**src/hdl/i2cbm_pkg.sv**
```systemverilog
// ----------------------------------------------------------------------------
// i2cbm_pkg - shared types and constants of the I2C bit-level master
// Opcodes, item classes, phase descriptions and the phase table function.
// ----------------------------------------------------------------------------
package i2cbm_pkg;

  // tick counter width; phase lengths never exceed the 16-bit registers
  localparam int TICK_W = 16;

  // opcodes of the command channel
  localparam logic [3:0] OP_TICK    = 4'd0;
  localparam logic [3:0] OP_RECOVER = 4'd1;
  localparam logic [3:0] OP_START   = 4'd2;
  localparam logic [3:0] OP_STOP    = 4'd3;
  localparam logic [3:0] OP_WRITE   = 4'd4;
  localparam logic [3:0] OP_READ    = 4'd5;
  localparam logic [3:0] OP_ACK     = 4'd6;
  localparam logic [3:0] OP_NACK    = 4'd7;
  localparam logic [3:0] OP_SACK    = 4'd8;

  // idle value of the active command register
  localparam logic [3:0] CMD_IDLE   = 4'd0;

  // item classes set by the front end
  localparam logic [1:0] KIND_TICK  = 2'd0;
  localparam logic [1:0] KIND_CMD   = 2'd1;
  localparam logic [1:0] KIND_NONE  = 2'd2;

  // configuration register indexes
  localparam logic [1:0] CFG_PHASE  = 2'd0;
  localparam logic [1:0] CFG_EXTRA  = 2'd1;
  localparam logic [1:0] CFG_ACKHI  = 2'd2;
  localparam logic [1:0] CFG_PULSES = 2'd3;

  // line drive codes
  localparam logic [1:0] LV_LO      = 2'd0;
  localparam logic [1:0] LV_HI      = 2'd1;
  localparam logic [1:0] LV_HOLD    = 2'd2;

  // phase length selectors
  localparam logic [1:0] LEN_P      = 2'd0;
  localparam logic [1:0] LEN_E      = 2'd1;
  localparam logic [1:0] LEN_A      = 2'd2;

  typedef struct packed {
    logic [1:0] kind;
    logic [3:0] opcode;
    logic [7:0] wr_data;
    logic       sda_in;
  } qitem_t;

  typedef struct packed {
    logic [15:0] phase_ticks;
    logic [15:0] extra_ticks;
    logic [15:0] ack_ticks;
    logic [4:0]  pulses;
  } cfg_t;

  typedef struct packed {
    logic [1:0] sda;
    logic [1:0] scl;
    logic [1:0] len_sel;
    logic       sample;
  } phase_t;

  function automatic phase_t mk(input logic [1:0] sda, input logic [1:0] scl,
                                input logic [1:0] len_sel, input logic sample);
    phase_t p;
    p.sda     = sda;
    p.scl     = scl;
    p.len_sel = len_sel;
    p.sample  = sample;
    return p;
  endfunction

  // line levels, length and sampling of phase idx of command cmd
  // d is the current data bit, lv the level driven in the ack slot
  function automatic phase_t phase_desc(input logic [3:0] cmd, input logic [5:0] idx,
                                        input logic d, input logic lv);
    phase_t     p;
    logic [1:0] dv;
    logic [1:0] lvv;
    dv  = {1'b0, d};
    lvv = {1'b0, lv};
    case (cmd)
      OP_RECOVER: begin
        case (idx)
          6'd0:    p = mk(LV_HI,   LV_LO,   LEN_P, 1'b0);
          6'd1:    p = mk(LV_LO,   LV_LO,   LEN_P, 1'b0);
          6'd2:    p = mk(LV_HI,   LV_LO,   LEN_P, 1'b0);
          6'd3:    p = mk(LV_HI,   LV_LO,   LEN_P, 1'b0);
          6'd4:    p = mk(LV_HI,   LV_HI,   LEN_P, 1'b0);
          6'd5:    p = mk(LV_HOLD, LV_HOLD, LEN_P, 1'b0);
          6'd6:    p = mk(LV_LO,   LV_HOLD, LEN_P, 1'b0);
          6'd7:    p = mk(LV_LO,   LV_HI,   LEN_P, 1'b0);
          default: p = mk(LV_HI,   LV_HI,   LEN_P, 1'b0);
        endcase
      end
      OP_START: begin
        case (idx)
          6'd0:    p = mk(LV_HI, LV_HOLD, LEN_P, 1'b0);
          6'd1:    p = mk(LV_HI, LV_HI,   LEN_P, 1'b0);
          default: p = mk(LV_LO, LV_HI,   LEN_P, 1'b0);
        endcase
      end
      OP_STOP: begin
        case (idx)
          6'd0:    p = mk(LV_HOLD, LV_HOLD, LEN_P, 1'b0);
          6'd1:    p = mk(LV_LO,   LV_HOLD, LEN_P, 1'b0);
          6'd2:    p = mk(LV_LO,   LV_HI,   LEN_P, 1'b0);
          default: p = mk(LV_HI,   LV_HI,   LEN_P, 1'b0);
        endcase
      end
      OP_WRITE: begin
        case (idx)
          6'd0:    p = mk(LV_HOLD, LV_HOLD, LEN_P, 1'b0);
          6'd1:    p = mk(LV_HOLD, LV_LO,   LEN_P, 1'b0);
          6'd2:    p = mk(dv,      LV_LO,   LEN_P, 1'b0);
          6'd3:    p = mk(dv,      LV_HI,   LEN_P, 1'b0);
          6'd4:    p = mk(LV_HOLD, LV_HOLD, LEN_E, 1'b0);
          default: p = mk(dv,      LV_LO,   LEN_P, 1'b0);
        endcase
      end
      OP_READ: begin
        case (idx)
          6'd0:    p = mk(LV_HOLD, LV_HOLD, LEN_P, 1'b0);
          6'd1:    p = mk(LV_HOLD, LV_LO,   LEN_P, 1'b0);
          6'd2:    p = mk(LV_HOLD, LV_HOLD, LEN_P, 1'b0);
          6'd3:    p = mk(LV_HI,   LV_LO,   LEN_P, 1'b0);
          6'd4:    p = mk(LV_HI,   LV_HI,   LEN_P, 1'b1);
          6'd5:    p = mk(LV_HOLD, LV_HOLD, LEN_P, 1'b0);
          6'd6:    p = mk(LV_HOLD, LV_HOLD, LEN_E, 1'b0);
          default: p = mk(LV_HI,   LV_LO,   LEN_P, 1'b0);
        endcase
      end
      OP_ACK, OP_NACK: begin
        case (idx)
          6'd0:    p = mk(LV_HOLD, LV_LO, LEN_P, 1'b0);
          6'd1:    p = mk(lvv,     LV_LO, LEN_P, 1'b0);
          6'd2:    p = mk(lvv,     LV_HI, LEN_A, 1'b0);
          6'd3:    p = mk(lvv,     LV_LO, LEN_P, 1'b0);
          default: p = mk(LV_HI,   LV_LO, LEN_P, 1'b0);
        endcase
      end
      default: begin
        // sample ack
        case (idx)
          6'd0:    p = mk(LV_HOLD, LV_LO,   LEN_P, 1'b0);
          6'd1:    p = mk(LV_HI,   LV_LO,   LEN_P, 1'b0);
          6'd2:    p = mk(LV_HI,   LV_HI,   LEN_P, 1'b1);
          6'd3:    p = mk(LV_HOLD, LV_HOLD, LEN_P, 1'b0);
          default: p = mk(LV_HI,   LV_LO,   LEN_P, 1'b0);
        endcase
      end
    endcase
    return p;
  endfunction

endpackage

```
**src/hdl/i2cbm_if.sv**
```systemverilog
// ----------------------------------------------------------------------------
// i2cbm_if - item channels of the I2C bit-level master
// Command channel in, result channel out, valid/ready handshake.
// ----------------------------------------------------------------------------
interface i2cbm_cmd_if;
  logic       valid;
  logic       ready;
  logic [3:0] opcode;
  logic [7:0] wr_data;
  logic       sda_in;

  modport source (output valid, opcode, wr_data, sda_in, input ready);
  modport sink   (input valid, opcode, wr_data, sda_in, output ready);
endinterface

interface i2cbm_res_if;
  logic       valid;
  logic       ready;
  logic       sda_out;
  logic       scl_out;
  logic       busy_res;
  logic       done_res;
  logic [7:0] read_data;
  logic       ack_bit;
  logic       rejected;

  modport source (output valid, sda_out, scl_out, busy_res, done_res, read_data,
                  ack_bit, rejected, input ready);
  modport sink   (input valid, sda_out, scl_out, busy_res, done_res, read_data,
                  ack_bit, rejected, output ready);
endinterface

```
**src/hdl/i2cbm_front.sv**
```systemverilog
// ----------------------------------------------------------------------------
// i2cbm_front - command intake
// Classifies each item as tick, command or unknown and queues it (two deep).
// ----------------------------------------------------------------------------
module i2cbm_front
  import i2cbm_pkg::*;
(
  input  logic        clk,
  input  logic        rst,
  i2cbm_cmd_if.sink   cmd,
  output logic        q_valid,
  output qitem_t      q_item,
  input  logic        q_pop
);

  qitem_t     slot [2];
  logic       wr_ptr;
  logic       rd_ptr;
  logic [1:0] count;
  logic       push;
  qitem_t     cls;

  assign cmd.ready = (count != 2'd2);
  assign push      = cmd.valid && cmd.ready;
  assign q_valid   = (count != 2'd0);
  assign q_item    = slot[rd_ptr];

  // classify the incoming item
  always_comb begin
    cls.opcode  = cmd.opcode;
    cls.wr_data = cmd.wr_data;
    cls.sda_in  = cmd.sda_in;
    if (cmd.opcode == OP_TICK) begin
      cls.kind = KIND_TICK;
    end else if (cmd.opcode <= OP_SACK) begin
      cls.kind = KIND_CMD;
    end else begin
      cls.kind = KIND_NONE;
    end
  end

  // queue storage
  always_ff @(posedge clk) begin
    if (push) begin
      slot[wr_ptr] <= cls;
    end
  end

  // queue pointers and fill
  always_ff @(posedge clk) begin
    if (rst) begin
      wr_ptr <= 1'b0;
      rd_ptr <= 1'b0;
      count  <= 2'd0;
    end else begin
      if (push) begin
        wr_ptr <= ~wr_ptr;
      end
      if (q_pop) begin
        rd_ptr <= ~rd_ptr;
      end
      case ({push, q_pop})
        2'b10:   count <= count + 2'd1;
        2'b01:   count <= count - 2'd1;
        default: count <= count;
      endcase
    end
  end

endmodule

```
**src/hdl/i2cbm_back.sv**
```systemverilog
// ----------------------------------------------------------------------------
// i2cbm_back - phase sequencer
// Runs commands phase by phase on tick items and registers one result per item.
// ----------------------------------------------------------------------------
module i2cbm_back
  import i2cbm_pkg::*;
(
  input  logic        clk,
  input  logic        rst,
  input  cfg_t        cfg,
  input  logic        q_valid,
  input  qitem_t      q_item,
  output logic        q_pop,
  i2cbm_res_if.source res
);

  // sequencer state
  logic              last_sda, last_scl;
  logic [3:0]        active_cmd;
  logic [5:0]        phase_index;
  logic [TICK_W-1:0] tick_count;
  logic [4:0]        bit_index;
  logic [7:0]        shift_byte;
  logic              sampled_ack;
  logic [7:0]        read_reg;

  logic              last_sda_next, last_scl_next;
  logic [3:0]        active_cmd_next;
  logic [5:0]        phase_index_next;
  logic [TICK_W-1:0] tick_count_next;
  logic [4:0]        bit_index_next;
  logic [7:0]        shift_byte_next;
  logic              sampled_ack_next;
  logic [7:0]        read_reg_next;
  logic              done, rej;

  // effective lengths
  logic [TICK_W-1:0] len_p, len_e, len_a, len_cur;
  logic [4:0]        pulses;
  logic              take;

  // phase bookkeeping
  phase_t            cur_ph, ent_ph;
  logic              ent_en;
  logic [3:0]        ent_cmd;
  logic [5:0]        ent_idx;
  logic [7:0]        sh;
  logic [5:0]        nidx;
  logic              fin;
  logic [4:0]        bn;

  assign len_p  = (cfg.phase_ticks == 16'd0) ? 16'd1 : cfg.phase_ticks;
  assign len_e  = cfg.extra_ticks;
  assign len_a  = (cfg.ack_ticks == 16'd0) ? 16'd1 : cfg.ack_ticks;
  assign pulses = (cfg.pulses == 5'd0) ? 5'd1 : cfg.pulses;

  assign take  = q_valid && (!res.valid || res.ready);
  assign q_pop = take;

  assign cur_ph = phase_desc(active_cmd, phase_index, shift_byte[7],
                             active_cmd == OP_NACK);

  always_comb begin
    case (cur_ph.len_sel)
      LEN_E:   len_cur = len_e;
      LEN_A:   len_cur = len_a;
      default: len_cur = len_p;
    endcase
  end

  // next phase of the running command after the current one ends
  always_comb begin
    sh = shift_byte;
    if (cur_ph.sample && active_cmd == OP_READ) begin
      sh = {shift_byte[6:0], q_item.sda_in};
    end
    fin  = 1'b0;
    nidx = phase_index + 6'd1;
    bn   = bit_index;
    case (active_cmd)
      OP_RECOVER: begin
        if (phase_index == 6'd4) begin
          if (({1'b0, bit_index} + 6'd1) < {1'b0, pulses}) begin
            bn   = bit_index + 5'd1;
            nidx = 6'd3;
          end else begin
            nidx = 6'd5;
          end
        end else if (phase_index >= 6'd8) begin
          fin = 1'b1;
        end
      end
      OP_START: fin = (phase_index >= 6'd2);
      OP_STOP:  fin = (phase_index >= 6'd3);
      OP_WRITE: begin
        if (phase_index == 6'd3) begin
          nidx = (bit_index >= 5'd7) ? 6'd4 : 6'd5;
        end else if (phase_index >= 6'd5) begin
          sh = {shift_byte[6:0], 1'b0};
          if (bit_index < 5'd7) begin
            bn   = bit_index + 5'd1;
            nidx = 6'd2;
          end else begin
            fin = 1'b1;
          end
        end
      end
      OP_READ: begin
        if (phase_index == 6'd5) begin
          if (bit_index < 5'd7) begin
            bn   = bit_index + 5'd1;
            nidx = 6'd2;
          end else begin
            nidx = 6'd6;
          end
        end else if (phase_index >= 6'd7) begin
          fin = 1'b1;
        end
      end
      default: fin = (phase_index >= 6'd4);
    endcase
  end

  // item execution
  always_comb begin
    last_sda_next    = last_sda;
    last_scl_next    = last_scl;
    active_cmd_next  = active_cmd;
    phase_index_next = phase_index;
    tick_count_next  = tick_count;
    bit_index_next   = bit_index;
    shift_byte_next  = shift_byte;
    sampled_ack_next = sampled_ack;
    read_reg_next    = read_reg;
    done             = 1'b0;
    rej              = 1'b0;
    ent_en           = 1'b0;
    ent_cmd          = active_cmd;
    ent_idx          = nidx;

    case (q_item.kind)
      KIND_TICK: begin
        if (active_cmd != CMD_IDLE) begin
          if (({1'b0, tick_count} + 17'd1) >= {1'b0, len_cur}) begin
            if (cur_ph.sample && active_cmd != OP_READ) begin
              sampled_ack_next = q_item.sda_in;
            end
            shift_byte_next = sh;
            bit_index_next  = bn;
            if (fin) begin
              if (active_cmd == OP_READ) begin
                read_reg_next = sh;
              end
              active_cmd_next  = CMD_IDLE;
              phase_index_next = 6'd0;
              tick_count_next  = '0;
              bit_index_next   = 5'd0;
              done             = 1'b1;
            end else begin
              ent_en = 1'b1;
              // an empty extra phase is skipped
              if (len_e == 16'd0 &&
                  ((active_cmd == OP_WRITE && nidx == 6'd4) ||
                   (active_cmd == OP_READ && nidx == 6'd6))) begin
                ent_idx = nidx + 6'd1;
              end
            end
          end else begin
            tick_count_next = tick_count + 1'b1;
          end
        end
      end
      KIND_CMD: begin
        if (active_cmd != CMD_IDLE) begin
          rej = 1'b1;
        end else begin
          active_cmd_next = q_item.opcode;
          bit_index_next  = 5'd0;
          shift_byte_next = (q_item.opcode == OP_WRITE) ? q_item.wr_data : 8'd0;
          ent_en          = 1'b1;
          ent_cmd         = q_item.opcode;
          ent_idx         = 6'd0;
        end
      end
      default: ;
    endcase

    // phase entry: drive the lines and restart the tick count
    ent_ph = phase_desc(ent_cmd, ent_idx, sh[7], ent_cmd == OP_NACK);
    if (ent_en) begin
      if (ent_ph.sda != LV_HOLD) last_sda_next = ent_ph.sda[0];
      if (ent_ph.scl != LV_HOLD) last_scl_next = ent_ph.scl[0];
      phase_index_next = ent_idx;
      tick_count_next  = '0;
    end
  end

  // state update
  always_ff @(posedge clk) begin
    if (rst) begin
      last_sda    <= 1'b1;
      last_scl    <= 1'b1;
      active_cmd  <= CMD_IDLE;
      phase_index <= 6'd0;
      tick_count  <= '0;
      bit_index   <= 5'd0;
      shift_byte  <= 8'd0;
      sampled_ack <= 1'b1;
      read_reg    <= 8'd0;
    end else if (take) begin
      last_sda    <= last_sda_next;
      last_scl    <= last_scl_next;
      active_cmd  <= active_cmd_next;
      phase_index <= phase_index_next;
      tick_count  <= tick_count_next;
      bit_index   <= bit_index_next;
      shift_byte  <= shift_byte_next;
      sampled_ack <= sampled_ack_next;
      read_reg    <= read_reg_next;
    end
  end

  // result register
  always_ff @(posedge clk) begin
    if (rst) begin
      res.valid <= 1'b0;
    end else if (take) begin
      res.valid <= 1'b1;
    end else if (res.ready) begin
      res.valid <= 1'b0;
    end
  end

  always_ff @(posedge clk) begin
    if (take) begin
      res.sda_out   <= last_sda_next;
      res.scl_out   <= last_scl_next;
      res.busy_res  <= (active_cmd_next != CMD_IDLE);
      res.done_res  <= done;
      res.read_data <= read_reg_next;
      res.ack_bit   <= sampled_ack_next;
      res.rejected  <= rej;
    end
  end

`ifndef SYNTHESIS
  a_take_gives_result: assert property (@(posedge clk) disable iff (rst)
    take |=> res.valid)
    else $error("taken item left no result");

  a_idle_counters: assert property (@(posedge clk) disable iff (rst)
    (active_cmd == CMD_IDLE) |-> (phase_index == 6'd0 && tick_count == '0 &&
                                  bit_index == 5'd0))
    else $error("counters not cleared while idle");

  a_busy_reject: assert property (@(posedge clk) disable iff (rst)
    (take && q_item.kind == KIND_CMD && active_cmd != CMD_IDLE) |=> res.rejected)
    else $error("command while busy not flagged");

  a_done_idle: assert property (@(posedge clk) disable iff (rst)
    (take && done) |=> (active_cmd == CMD_IDLE && !res.busy_res))
    else $error("done with a command still running");
`endif

endmodule

```
**src/hdl/i2c_bit_level_master.sv**
```systemverilog
// ----------------------------------------------------------------------------
// i2c_bit_level_master - I2C bit-level master
// Drives SDA and SCL phase by phase for recover, start, stop, byte write,
// byte read, ACK, NACK and ACK sampling; ticks advance the phases.
//
//   channel  dir  handshake    payload
//   cmd      in   valid/ready  opcode, wr_data, sda_in
//   res      out  valid/ready  sda_out, scl_out, busy_res, done_res,
//                              read_data, ack_bit, rejected
//   cfg      in   cfg_we       cfg_index, cfg_data
//
// One item per cycle sustained while results are taken; each item's result
// passes the intake queue, then the result register.
// The sequencer computes a whole item's update combinationally.
// Synchronous reset, no clearing pass.
// A two-deep queue parts intake from the sequencer; ready falls only when
// it is full, which happens while results are held back.
// ----------------------------------------------------------------------------
module i2c_bit_level_master
  import i2cbm_pkg::*;
(
  input  logic         clk,
  input  logic         rst,
  input  logic         cfg_we,
  input  logic [1:0]   cfg_index,
  input  logic [15:0]  cfg_data,
  i2cbm_cmd_if.sink    cmd,
  i2cbm_res_if.source  res
);

  cfg_t   cfg;
  logic   q_valid;
  qitem_t q_item;
  logic   q_pop;

  // configuration registers
  always_ff @(posedge clk) begin
    if (rst) begin
      cfg.phase_ticks <= 16'd5;
      cfg.extra_ticks <= 16'd3;
      cfg.ack_ticks   <= 16'd8;
      cfg.pulses      <= 5'd28;
    end else if (cfg_we) begin
      case (cfg_index)
        CFG_PHASE:  cfg.phase_ticks <= cfg_data;
        CFG_EXTRA:  cfg.extra_ticks <= cfg_data;
        CFG_ACKHI:  cfg.ack_ticks   <= cfg_data;
        CFG_PULSES: cfg.pulses      <= cfg_data[4:0];
        default:    ;
      endcase
    end
  end

  i2cbm_front u_front (
    .clk     (clk),
    .rst     (rst),
    .cmd     (cmd),
    .q_valid (q_valid),
    .q_item  (q_item),
    .q_pop   (q_pop)
  );

  i2cbm_back u_back (
    .clk     (clk),
    .rst     (rst),
    .cfg     (cfg),
    .q_valid (q_valid),
    .q_item  (q_item),
    .q_pop   (q_pop),
    .res     (res)
  );

endmodule
```
**src/flat_wrapper.sv**
```systemverilog
// flat-port wrapper written by rule: the top's interface ports become plain ports
module i2c_bit_level_master_flat import i2cbm_pkg::*;
  (clk, rst, cfg_we, cfg_index, cfg_data, cmd_valid, cmd_opcode, cmd_wr_data, cmd_sda_in, cmd_ready, res_valid, res_sda_out, res_scl_out, res_busy_res, res_done_res, res_read_data, res_ack_bit, res_rejected, res_ready);
  i2cbm_cmd_if cmd_i ();
  i2cbm_res_if res_i ();
  input  logic clk;
  input  logic rst;
  input  logic cfg_we;
  input  logic [1:0] cfg_index;
  input  logic [15:0] cfg_data;
  input wire logic [$bits(cmd_i.valid)-1:0] cmd_valid;
  input wire logic [$bits(cmd_i.opcode)-1:0] cmd_opcode;
  input wire logic [$bits(cmd_i.wr_data)-1:0] cmd_wr_data;
  input wire logic [$bits(cmd_i.sda_in)-1:0] cmd_sda_in;
  output wire logic [$bits(cmd_i.ready)-1:0] cmd_ready;
  output wire logic [$bits(res_i.valid)-1:0] res_valid;
  output wire logic [$bits(res_i.sda_out)-1:0] res_sda_out;
  output wire logic [$bits(res_i.scl_out)-1:0] res_scl_out;
  output wire logic [$bits(res_i.busy_res)-1:0] res_busy_res;
  output wire logic [$bits(res_i.done_res)-1:0] res_done_res;
  output wire logic [$bits(res_i.read_data)-1:0] res_read_data;
  output wire logic [$bits(res_i.ack_bit)-1:0] res_ack_bit;
  output wire logic [$bits(res_i.rejected)-1:0] res_rejected;
  input wire logic [$bits(res_i.ready)-1:0] res_ready;
  assign cmd_i.valid = cmd_valid;
  assign cmd_i.opcode = cmd_opcode;
  assign cmd_i.wr_data = cmd_wr_data;
  assign cmd_i.sda_in = cmd_sda_in;
  assign cmd_ready = cmd_i.ready;
  assign res_valid = res_i.valid;
  assign res_sda_out = res_i.sda_out;
  assign res_scl_out = res_i.scl_out;
  assign res_busy_res = res_i.busy_res;
  assign res_done_res = res_i.done_res;
  assign res_read_data = res_i.read_data;
  assign res_ack_bit = res_i.ack_bit;
  assign res_rejected = res_i.rejected;
  assign res_i.ready = res_ready;
  i2c_bit_level_master u_core (.clk(clk), .rst(rst), .cfg_we(cfg_we), .cfg_index(cfg_index), .cfg_data(cfg_data), .cmd(cmd_i), .res(res_i));
endmodule
```
**config.mk**
```make
export PLATFORM = sky130hd
export DESIGN_NAME = i2c_bit_level_master_flat
export DESIGN_NICKNAME = d
export VERILOG_FILES = /design/src/hdl/i2cbm_pkg.sv /design/src/hdl/i2cbm_if.sv /design/src/hdl/i2cbm_front.sv /design/src/hdl/i2cbm_back.sv /design/src/hdl/i2c_bit_level_master.sv /design/src/flat_wrapper.sv
export SDC_FILE = /design/constraint.sdc
export NUM_CORES = 1
export LEC_CHECK = 0
export ABC_AREA = 1
export BUFFER_PORTS_ARGS = -buffer_cell sky130_fd_sc_hd__buf_2
export CORE_MARGIN = 3
export CORE_UTILIZATION = 55
export CTS_BUF_LIST = sky130_fd_sc_hd__clkbuf_4
export DETAILED_ROUTE_END_ITERATION = 8
export HOLD_SLACK_MARGIN = 0.12
export PLACE_DENSITY = 0.76
export SYNTH_ARGS = -nofsm -noshare
export SYNTH_HDL_FRONTEND = slang
export SYNTH_SLANG_ARGS = --single-unit
```
**constraint.sdc**
```tcl
create_clock -name clk -period 4.5 [get_ports clk]
set_input_delay 1.35 -clock clk [delete_from_list [all_inputs] [get_ports clk]]
set_output_delay 1.35 -clock clk [all_outputs]
set_load 0.01 [all_outputs]
```
Yosys cells after proc, flatten, opt, wreduce, memory -nomap -nowiden

Memory sizes are Yosys's and may differ from the RTL's. A register that Yosys moved wholly into a read port is not among the register bits.
Cells that the tools add are included.
Widths: inputs -> output; s select.

Flip-flop bits (word level): 122
Memory bits (writable): 30
Bits in read-only memories: 32
Logic and storage cells: 251
Memories: 2

Add/sub/neg operators: 8
Order comparisons: 11
Equal/unequal tests: 51
Muxes and demuxes: 107
Bitwise operators: 2
Reduce and logical (&&, ||, !) cells: 46

Memory list:

| name                | depth | width | rd ports | clocked after Yosys merged registers in | write ports | RTL line          | source |
|---|---|---|---|---|---|---|---|
| (name not given)    | 8     | 4     | 1        | 0                                       | 0           | i2cbm_pkg.sv:87   | `case (idx)` |
| u_core.u_front.slot | 2     | 15    | 1        | 1                                       | 1           | i2cbm_front.sv:16 | `qitem_t slot [2];` |

Operators by type and width:

| kind                  | count |
|---|---|
| $mux 16               | 7 |
| $mux 8                | 13 |
| $mux 6                | 15 |
| $pmux 7 s3            | 3 |
| $pmux 7 s4            | 2 |
| $mux 5                | 11 |
| $eq 6x3->1 const B    | 8 |
| $logic_not 16->1      | 3 |
| $pmux 7 s6            | 1 |
| $eq 4x3->1 const B    | 9 |
| $pmux 16 s2           | 1 |
| $mux 1                | 28 |
| $eq 6x2->1 const B    | 4 |
| $pmux 6 s2            | 2 |
| $mux 4                | 5 |
| $ne 4x4->1 const B    | 5 |
| $ge 6x3->1 const B    | 3 |
| $pmux 3 s6            | 1 |
| $pmux 6 s3            | 1 |
| $add 16x1->17 const B | 1 |
| $ge 17x16->1          | 1 |
| $add 16x1->16 const B | 1 |
| $eq 4x2->1 const B    | 4 |
| $pmux 2 s4            | 2 |
| 49 further kinds      | 94 |

Depth between registers and ports, before layout

Depth in word-level cells: 22
Mapped depth: 43

Cells and area by module

Synthesis repeated with hierarchy kept, for this count alone.

Cells, all modules: 1254
Area total of the unflattened synthesis: 9185.1 µm²

Modules (own cells, without submodules):

| module               | instances | cells each | area each (µm²) | seq. area each (µm²) |
|---|---|---|---|---|
| i2cbm_back           | 1         | 836        | 5606.6          | 1441.4 |
| i2c_bit_level_master | 1         | 331        | 2173.3          | 1061.0 |
| i2cbm_front          | 1         | 87         | 1405.1          | 1001.0 |

Least setup slack after synthesis

No wires, ideal clock.

Path kind: register -> register
Start point: register u_core.u_back.phase_index[0]
End point: register u_core.u_back.res.scl_out (data pin)
Setup time: 0.258 ns
Arrival: 4.628 ns
Required time: 4.242 ns
Slack: -0.385 ns
Cell stages (with the launch flop): 38
Path buffers: 2
Clock period less this slack: 4.885 ns
Cells stage by stage: dfxtp_1 > inv_1 > ha_1 > nand3_2 > nor2_1 > a31oi_1 > inv_1 > ha_1 > clkbuf_1 > clkbuf_1 > mux2i_1 > ha_1 > nand2_1 > nor2_1 > nand2_1 > nor2_1 > nand2_1 > nand3_1 > (+2 left out) > nand2_1 > inv_1 > nand3_1 > nand2_1 > nand3_1 > nand2_1 > inv_1 > ha_1 > nand2_1 > inv_1 > o21ai_2 > inv_2 > nand2_1 > nand2_1 > nor2_1 > nand3b_1 > nand2_1 > nand2_1

Word-level cells in the longest chain between the ends: 21
Elaborated cells between the ends (all ways): 76
Classes of those cells: add/sub (2); order compare (7); eq/ne (17); mux (38); reduce/logical (11); memory (1)

RTL lines:

| item                                                                  | RTL line          | source |
|---|---|---|
| start: declaration                                                    | i2cbm_back.sv:20  | `logic [5:0] phase_index;` |
| start signal: assignment                                              | i2cbm_back.sv:214 | `phase_index <= phase_index_next;` |
| parallel branches: the longest is 20 deep, another holds $ge 17x16->1 | --                |  |
| $mux 1 *                                                              | i2cbm_back.sv:190 | `if (ent_en) begin` |
| via u_core.u_back.last_scl_next                                       | i2cbm_back.sv:27  | `logic last_sda_next, last_scl_next;` |
| end signal: assignment                                                | i2cbm_back.sv:237 | `res.scl_out <= last_scl_next;` |
| end: declaration                                                      | i2cbm_if.sv:27    | `modport source (output valid, sda_out, scl_out, busy_res, done_res, read_data,` |

Mark *: on every way through the listed nets, which the timed path passes.
A chain may end at the register's enable or synchronous reset.

Worst setup path in the final report

Start point: register u_core.u_back.phase_index[5]
End point: register u_core.u_back.res.sda_out (data pin)

Word-level cells in the longest chain between the ends: 21
Elaborated cells between the ends (all ways): 82
Classes of those cells: add/sub (2); order compare (7); eq/ne (17); mux (43); reduce/logical (12); memory (1)

RTL lines:

| item                                                                  | RTL line          | source |
|---|---|---|
| parallel branches: the longest is 20 deep, another holds $ge 17x16->1 | --                |  |
| $mux 1 *                                                              | i2cbm_back.sv:190 |  |
| via u_core.u_back.last_sda_next                                       | i2cbm_back.sv:27  |  |
| end signal: assignment                                                | i2cbm_back.sv:236 | `res.sda_out <= last_sda_next;` |
| end: declaration                                                      | i2cbm_if.sv:27    |  |

Marked as above.

==> reports/qor.csv <==
metric;value;unit
status;finished, violations left;
violations;setup timing;
place.gp.congestion;0.990;
synth_top_family_by_area;simple AND/OR/NAND/NOR gates;
grt_pass1_vias;7318;
cts_hold_buf;0;
drv_cap;0;
post-place-cells;1459;
wl_per_cell;14.6;microns
track_usage;24.3;%
ios;52;
antenna_found_initial;1;
nets;1344;
drive_gt1_share;20.1;%
viasPerCell;5.40;
ir_drop;371;uV
power;5.60;mW
place_ws;-0.197;ns
top_register;u_core.cfg;
synth-compound-area-share;16.5;%
synth_xor_area_share;1.40;%
syn2layout_area_growth;15.1;%
cpMaxStageDelayCell;dfxtp_2;
clockBufferDepth;2;
met3_length;1390;microns
setup_ws;-0.00961;ns
whs;0.472;ns
synth_flop_cell;dfxtp_1;
rsz0062_at_grt;true;
fin_crit_sh;100;%
fin_util;65.4;%
cts.htree.levels;4;
swShare;45.4;%
p_sw;2.54;mW
setup_tns;-0.00961;ns
dp_hpwl;15800;microns
tightest_slew;0.803;ns
syn-mean-instance-area;7.39;sq um
largest_registers;u_core.cfg x53, u_core.u_front.slot x30, u_core.u_back.tick_count x16;
path_common_cell;nand2_1;
synthSimpleGateAreaFrac;26.0;%
fill_cells;1359;
cp-start-kind;flop;
finalHoldViolations;0;
core_area;15400;sq um
start_util;56.8;%
regArea;3510;sq um
largest_register_ffs;53;
clk_latency;0.58;ns
grt_pass1_wl;35300;microns
grt.overflow.total;0;
io_buffers;51;
skew;0.0171;ns
ys_seq_area_share;39.9;%
hold_class;reg2reg;
synthCells;1187;
worstSetupPathType;reg2reg;
synth_adder_area_share;5.28;%
final_cells;1496;
wl_met1;10600;microns
drc_errors;0;
drt-total-wl;21800;microns
relSlewSlack;46.4;%
yosys.area.top_type;dfxtp_1;
place_area;9510;sq um
path_max_fanout;5;
die_y;132;microns
fin_crit;4.51;ns
synth-edff-count;44;
yosys_warnings;0;
cts_tree;built;
required;4.85;ns
fmax;222;MHz
die_x;132;microns
ctsRootBufferMaster;clkbuf_4;
synth-async-reset-ratio;0;%
max_stage_delay;0.36;ns
end_kind;flop;
clkTransAtPathRegs;0.14;ns
internal-power;3.06;mW
stdcell_area;10100;sq um
clock-sinks;153;
numCtsBuffers;17;
synth_area_leaders;dfxtp_1 (25%), edfxtp_1 (15%), nand2_1 (8.2%);
ant_nets;0;
p_leak;4.58;nW
die_area;17500;sq um
yosys.area.top_type_share;24.9;%
synth.area.mux_share;1.60;%
seqPwrFrac;33.1;%
num_vias;8084;
comb_power_share;50.5;%
syn_area;8770;sq um
first_pass_iters;6;
grt_max_degree;73;
power_density;555;nW/um^2
report.final.slew_viol_count;0;
multiInputGateArea;4640;sq um
power_frac_clock;16.4;%
syn-num-nets;1260;
met2WireLength;9640;microns
cp.arrival;4.86;ns
drtIter0Drc;787;
ys_seq_elements;153;
setup_viol;1;
rows;45;
routed.top_layer;met4;
ys_types;52;
[layout make-up]
cell class                      instances  share of cell area [%]
Antenna cell                            1                  0.0248
Clock buffer                           17                    1.26
Clock inverter                         15                    1.81
Inverter                              176                    6.73
Multi-Input combinational cell        821                    46.0
Sequential cell                       153                    34.8
Tap cell                              211                    2.62
Timing Repair Buffer                  102                    6.77
[logic make-up (layout without fill, tap and decap cells)]
| group | after synthesis | count (layout) |
|---|---|---|
| muxes | 14 | 14 |
| DFF | 153 | 153 |
| and+or+nand+nor | 493 | 493 |
| AOI/OAI and AO/OA | 263 | 263 |
| xor gates and xnor gates | 14 | 14 |
| other | 0 | 1 |
| adders and majority gates | 37 | 37 |
| buffers and inverters | 213 | 310 |
[worst max-delay path: cells and delay by family (launching register included)]
kind            cells  cell delay [ns]
buf+inv             7             0.54
simple gates       23             2.22
flops               1             0.36
compound gates      3             0.39
fa+ha+maj           3             0.80
[layout by cell type, fill, tap and decap left out, types with 9 or more instances in the layout]
cell type    n
clkbuf_4    17
nand2_2     20
nand4_1     17
o21ai_0    106
dfxtp_1    104
nor4_1      12
edfxtp_1    44
nand3_1     56
o21ai_1     10
ha_1        33
a21oi_1    102
nor2_2      11
inv_1      142
xor2_1      12
nand2_1    186
mux2i_1     11
buf_2       51
or2_2       10
buf_4       45
nor3_1       9
inv_2       23
nor2_1     137
[routing by layer]
metal | track usage (%) | up-vias
met5 | 0 | -
li1 | - | 4098
met1 | 36.5 | 3721
met3 | 4.39 | 19
met2 | 36.6 | 246
met4 | 5.83 | 0
[path summary, 6_finish.rpt]
kind | cells past startpoint | end | start | slack [ns]
min | 1 | u_core.u_front.rd_ptr$_SDFFE_PP0P_ | u_core.u_front.rd_ptr$_SDFFE_PP0P_ | 0.47
max | 36 | u_core.u_back.res.sda_out$_DFFE_PP_ | u_core.u_back.phase_index[5]$_SDFFE_PP0P_ | -0.01
max reg2reg | 36 | u_core.u_back.res.sda_out$_DFFE_PP_ | u_core.u_back.phase_index[5]$_SDFFE_PP0P_ | -0.01
min reg2reg | 1 | u_core.u_front.rd_ptr$_SDFFE_PP0P_ | u_core.u_front.rd_ptr$_SDFFE_PP0P_ | 0.47
[power groups by stage]
stage	registers, mW	clock network (mW)	logic [mW]
floorplan	1.90	0	1.86
global placement	1.88	0	2.63
detailed placement	1.88	0	2.65
CTS	1.85	0.928	2.69
global route	1.88	0.987	3.15
finish	1.86	0.918	2.83
[repair_timing]
action,in CTS,in global routing
resized for setup,8,56
buffers inserted,0,4
pin swaps,0,33
endpoints found under the setup margin,4,22
gates cloned,0,1
[synth_stat cells, types with 2 or more instances]
library cell	count
nand2_1	192
inv_1	153
nor2_1	141
dfxtp_1	109
o21ai_0	109
a21oi_1	104
nand3_1	60
edfxtp_1	44
ha_1	37
clkbuf_1	29
nand4_1	17
inv_2	16
mux2i_1	14
nand2_2	14
nor4_1	14
xor2_1	12
nor3_1	11
or2_2	10
nor2_2	8
o22ai_1	8
nor2_4	7
o21ai_1	7
a31oi_1	6
buf_2	5
clkinv_1	5
o211ai_1	5
a21oi_2	4
a211oi_1	3
and3_1	3
buf_4	3
nand3_2	3
nor2_8	3
o21ai_2	3
o31ai_1	3
or2_1	3
a32oi_1	2
inv_4	2
nand2_4	2
nand3b_1	2
xnor2_1	2
(Power assumes the default switching activity.)
